==> src/hw/rtl/hpn_pkg.sv <==
// shared types and constants for the hashed palette nearest color block
package hpn_pkg;

  localparam int unsigned ChanW = 8;
  localparam int unsigned DistW = 22;

  typedef enum logic [1:0] {
    REQ_CLEAR   = 2'd0,
    REQ_INSTALL = 2'd1,
    REQ_BUILD   = 2'd2,
    REQ_QUERY   = 2'd3
  } req_e;

  typedef enum logic [1:0] {
    STAT_OK    = 2'd0,
    STAT_EMPTY = 2'd1,
    STAT_FULL  = 2'd2,
    STAT_RSVD  = 2'd3
  } status_e;

  typedef enum logic [4:0] {
    ST_CLEAR,
    ST_IDLE,
    ST_DECODE,
    ST_HEAD,
    ST_IRD,
    ST_INEXT,
    ST_IFILL,
    ST_BRD,
    ST_BHEAD,
    ST_BSRD,
    ST_BD0,
    ST_BD1,
    ST_BCMP,
    ST_QRD,
    ST_QCHK,
    ST_QD1,
    ST_QCMP,
    ST_DONE
  } state_e;

  typedef struct packed {
    logic [ChanW-1:0] idx;
    logic [ChanW-1:0] red;
    logic [ChanW-1:0] green;
    logic [ChanW-1:0] blue;
  } slot_t;

endpackage

==> src/hw/rtl/hpn_dist.sv <==
// two-stage color distance unit, squared or channel weighted
module hpn_dist (
  input  logic                     clk_i,
  input  logic                     weighted_i,
  input  logic [hpn_pkg::ChanW-1:0] ref_r_i,
  input  logic [hpn_pkg::ChanW-1:0] ref_g_i,
  input  logic [hpn_pkg::ChanW-1:0] ref_b_i,
  input  hpn_pkg::slot_t           slot_i,
  output logic [hpn_pkg::DistW-1:0] dist_o
);
  import hpn_pkg::*;

  logic [ChanW-1:0]   dr, dg, db;
  logic [2*ChanW-1:0] sq_r_q, sq_g_q, sq_b_q;
  logic               wt_q;
  logic [DistW-1:0]   dist_d, dist_q;

  always_comb begin
    dr = (ref_r_i >= slot_i.red)   ? ref_r_i - slot_i.red   : slot_i.red - ref_r_i;
    dg = (ref_g_i >= slot_i.green) ? ref_g_i - slot_i.green : slot_i.green - ref_g_i;
    db = (ref_b_i >= slot_i.blue)  ? ref_b_i - slot_i.blue  : slot_i.blue - ref_b_i;
  end

  always_ff @(posedge clk_i) begin
    sq_r_q <= dr * dr;
    sq_g_q <= dg * dg;
    sq_b_q <= db * db;
    wt_q   <= weighted_i;
    dist_q <= dist_d;
  end

  // 9x and 36x by shift and add
  always_comb begin
    if (wt_q) begin
      dist_d = (DistW'(sq_r_q) << 3) + DistW'(sq_r_q)
             + (DistW'(sq_g_q) << 5) + (DistW'(sq_g_q) << 2)
             + DistW'(sq_b_q);
    end else begin
      dist_d = DistW'(sq_r_q) + DistW'(sq_g_q) + DistW'(sq_b_q);
    end
  end

  assign dist_o = dist_q;

endmodule

==> config.mk <==
export PLATFORM = sky130hd
export DESIGN_NAME = hpn_dist
export DESIGN_NICKNAME = d
export VERILOG_FILES = /design/src/hw/rtl/hpn_pkg.sv /design/src/hw/rtl/hpn_dist.sv
export SDC_FILE = /design/constraint.sdc
export NUM_CORES = 1
export LEC_CHECK = 0
export ABC_AREA = 1
export BUFFER_PORTS_ARGS = -buffer_cell sky130_fd_sc_hd__buf_4
export CORE_MARGIN = 3
export CORE_UTILIZATION = 50
export CTS_BUF_LIST = sky130_fd_sc_hd__clkbuf_8 sky130_fd_sc_hd__clkbuf_16
export CTS_CLUSTER_DIAMETER = 50
export DETAILED_ROUTE_END_ITERATION = 16
export PLACE_DENSITY = 0.66
export SLEW_MARGIN = 20
export SYNTH_ARGS = -nofsm -noshare
export SYNTH_HDL_FRONTEND = slang
export SYNTH_SLANG_ARGS = --single-unit
==> constraint.sdc <==
create_clock -name clk_i -period 8.1 [get_ports clk_i]
set_input_delay 1.62 -clock clk_i [delete_from_list [all_inputs] [get_ports clk_i]]
set_output_delay 1.62 -clock clk_i [all_outputs]
set_load 0.1 [all_outputs]
==> summary.txt <==
Timing
  • Final Critical Period: 6.791 ns
  • RSZ-0062 raised after global routing: false
  • Setup TNS: 0 ns
  • Pins Over Slew Limit: 0
  • Endpoints failing setup: 0
  • Final Hold Vio Count: 0
  • Worst setup margin: 1.309 ns
  • Setup Skew: 0.007264 ns
  • Fmax: 147.2 MHz
  • Fin crit share: 0.8385

Routing
  • DR pass1 iterations: 5
  • Detail Route Antenna Nets: 0
  • Via count: 10890
  • # DRC: 0
  • Drt initial violations: 544
  • DRT Wirelength: 26910 um
  • Wire length per cell: 12.36 um
  • Via/cell ratio: 5.000

Floorplan
  • CORE AREA: 24600 sq um
  • Chip height: 165.0 um
  • Initial Util: 0.5135
  • Die area: 27210 sq um
  • Row count: 57
  • Die Wd: 165.0 um
  • Top Ports: 80

Finish
  • Final antenna diode count: 0
  • Nets: 2226
  • Layout cells sized above 1: 0.07983
  • Area delta synth->final: 8.982%
  • Final cell count without fillers: 2178
  • Post-route cell area: 13770 sq um

Yosys
  • Ys Warns: 0
  • Seq cells post-synth: 68
  • Syn Std Cell Area: 12630 sq um
  • Number of synthesized flops with an enable pin: 0
  • Dominant synthesized flop cell: dfxtp_1
  • Seq/Total Area, Yosys: 0.1077
  • Syn Inst Count: 1780
  • Syn avg cell area: 7.098 sq um
  • Post-synth ARST share: 0
  • Synth unique cells: 42

Clocking
  • CTS Sinks: 68
  • H-tree depth: 3
  • CTS tree: built
  • Worst-skew pair later-pin latency: 0.35 ns
  • Post-cts resize count: 0
  • Root Buffer: clkbuf_16
  • Clk slew on worst S/H paths: 0.06 ns
  • CTS Buf Count: 9
  • # hold bufs at CTS: 0
  • Setup Buffers After CTS: 0
  • Max Buffers Root-to-Sink: 2

Worst hold path
  • HP Class: register to register

GRT
  • GRT overflow: 0
  • Number of global-route vias before repair: 10730
  • First-pass GRT wire length: 47490 um
  • Total GRT Usage: 0.2108
  • Largest net degree at the start of global routing: 28
  • Antenna violations before repair: 0

Critical path
  • Setup crit start kind: input pin
  • Top cell by count, worst path: inv_1
  • Worst path arrival time: 7.02 ns
  • CP Capture Type: register
  • Slowest Stage Delay on Critical Path: 0.55 ns
  • Slowest-stage cell, CP: fa_1
  • CP Data Required Time: 8.32 ns
  • Critical path class: input pin to register
  • CP Max Fanout: 7

Outcome
  • Outcome: finished clean

Flow run
  • Max-cap violations: 0

Placement
  • I/O Buffers: 71
  • Setup WS pre-CTS: 0.9382 ns
  • Post-DP HPWL: 23450 um
  • RePlAce Congestion: 0.9568
  • Cell Area, Placed: 13490 sq um
  • Placed Instances: 2162
worst paths after layout:
check | from | endpoint | slack, ns | cells past startpoint
max | ref_r_i[0] | sq_r_q[14] | 1.31 | 27
min | sq_b_q[0] | dist_o[0] | 0.64 | 3
max reg2reg | sq_r_q[10] | dist_o[17] | 4.73 | 12
min reg2reg | sq_b_q[0] | dist_o[0] | 0.64 | 3
synth_stat cells, types with 16 or more instances:
library cell	count	area share
nor2_1	169	0.050
xnor2_1	33	0.023
nand2_1	452	0.13
nand4_1	19	0.0094
a21oi_1	92	0.036
nand3_1	88	0.035
fa_1	120	0.19
ha_1	199	0.20
nand2_2	21	0.010
xor2_1	45	0.031
o21ai_0	38	0.015
inv_1	319	0.095
o21bai_1	16	0.0095
dfxtp_1	68	0.11
layer usage:
layer,wire (um),vias up,global-route usage
met5,0,-,0
met4,353,0,0.04842
met3,791,26,0.01781
met2,13050,159,0.3735
met1,12720,5020,0.2793
li1,-,5686,-
registers in the layout, indices dropped and copies added (netlist names):
register and flops:
dist_o 22, sq_b_q 15, sq_g_q 15, sq_r_q 15, wt_q 1
kinds of logic after synthesis:
group,synth area share
XOR/XNOR,0.05407
AO/OA/AOI/OAI,0.08318
buffers and inverters,0.1062
AND/OR/NAND/NOR,0.2613
flip-flops,0.1077
other,0.0002968
adder cells (fa/ha/maj),0.3872
area by class of cell:
| cell class | count | area (sq um) |
|---|---|---|
| fillers | 2489 | 10840 |
| multi-input cells | 1365 | 9936 |
| flip-flops and latches | 68 | 1361 |
| inverters | 333 | 1250 |
| repair buffers | 72 | 540.5 |
| well taps | 324 | 405.4 |
| clock buffers | 9 | 225.2 |
| clock inverters | 7 | 51.30 |
per-stage QoR:
step / hold slack, ns / utilization
detailed placement: 0.6229 / 0.5484
CTS: 0.6426 / 0.5596
finish: 0.6436 / 0.5596
floorplan: 0.5843 / -
global route: 0.6894 / 0.5596
global placement: 0.6189 / 0.5484
placed cells by master, fill, tap and decap left out, types with 3 or more instances in the layout:
cell type,Yosys,final
xor2_1,45,45
nand3b_1,6,6
nor2_1,169,169
buf_4,2,72
ha_1,199,199
nor3_1,8,8
fa_1,120,120
o21bai_1,16,16
nand3_1,88,88
o21ai_0,38,38
dfxtp_1,68,68
or2_2,5,5
clkbuf_16,0,9
o21ai_1,3,3
xnor2_1,33,33
a21oi_1,92,92
a211oi_1,4,4
inv_1,319,319
o21ai_2,3,3
nand4_1,19,19
inv_2,13,13
nor2_2,6,6
nand2_4,3,3
a21o_1,12,12
nor2_4,3,3
nand2_2,21,21
nand2_1,452,452
worst max-delay path, delay by kind of cell:
kind / cells / cell delay (ns)
buf+inv: 7 / 0.59
simple gates: 8 / 1.14
fa+ha+maj: 7 / 2.84
xor+xnor: 1 / 0.18
compound gates: 4 / 0.65
Power is left out: the tool's default activity adds up to more than one toggle a clock period on the data nets, which glitch-free logic cannot reach.
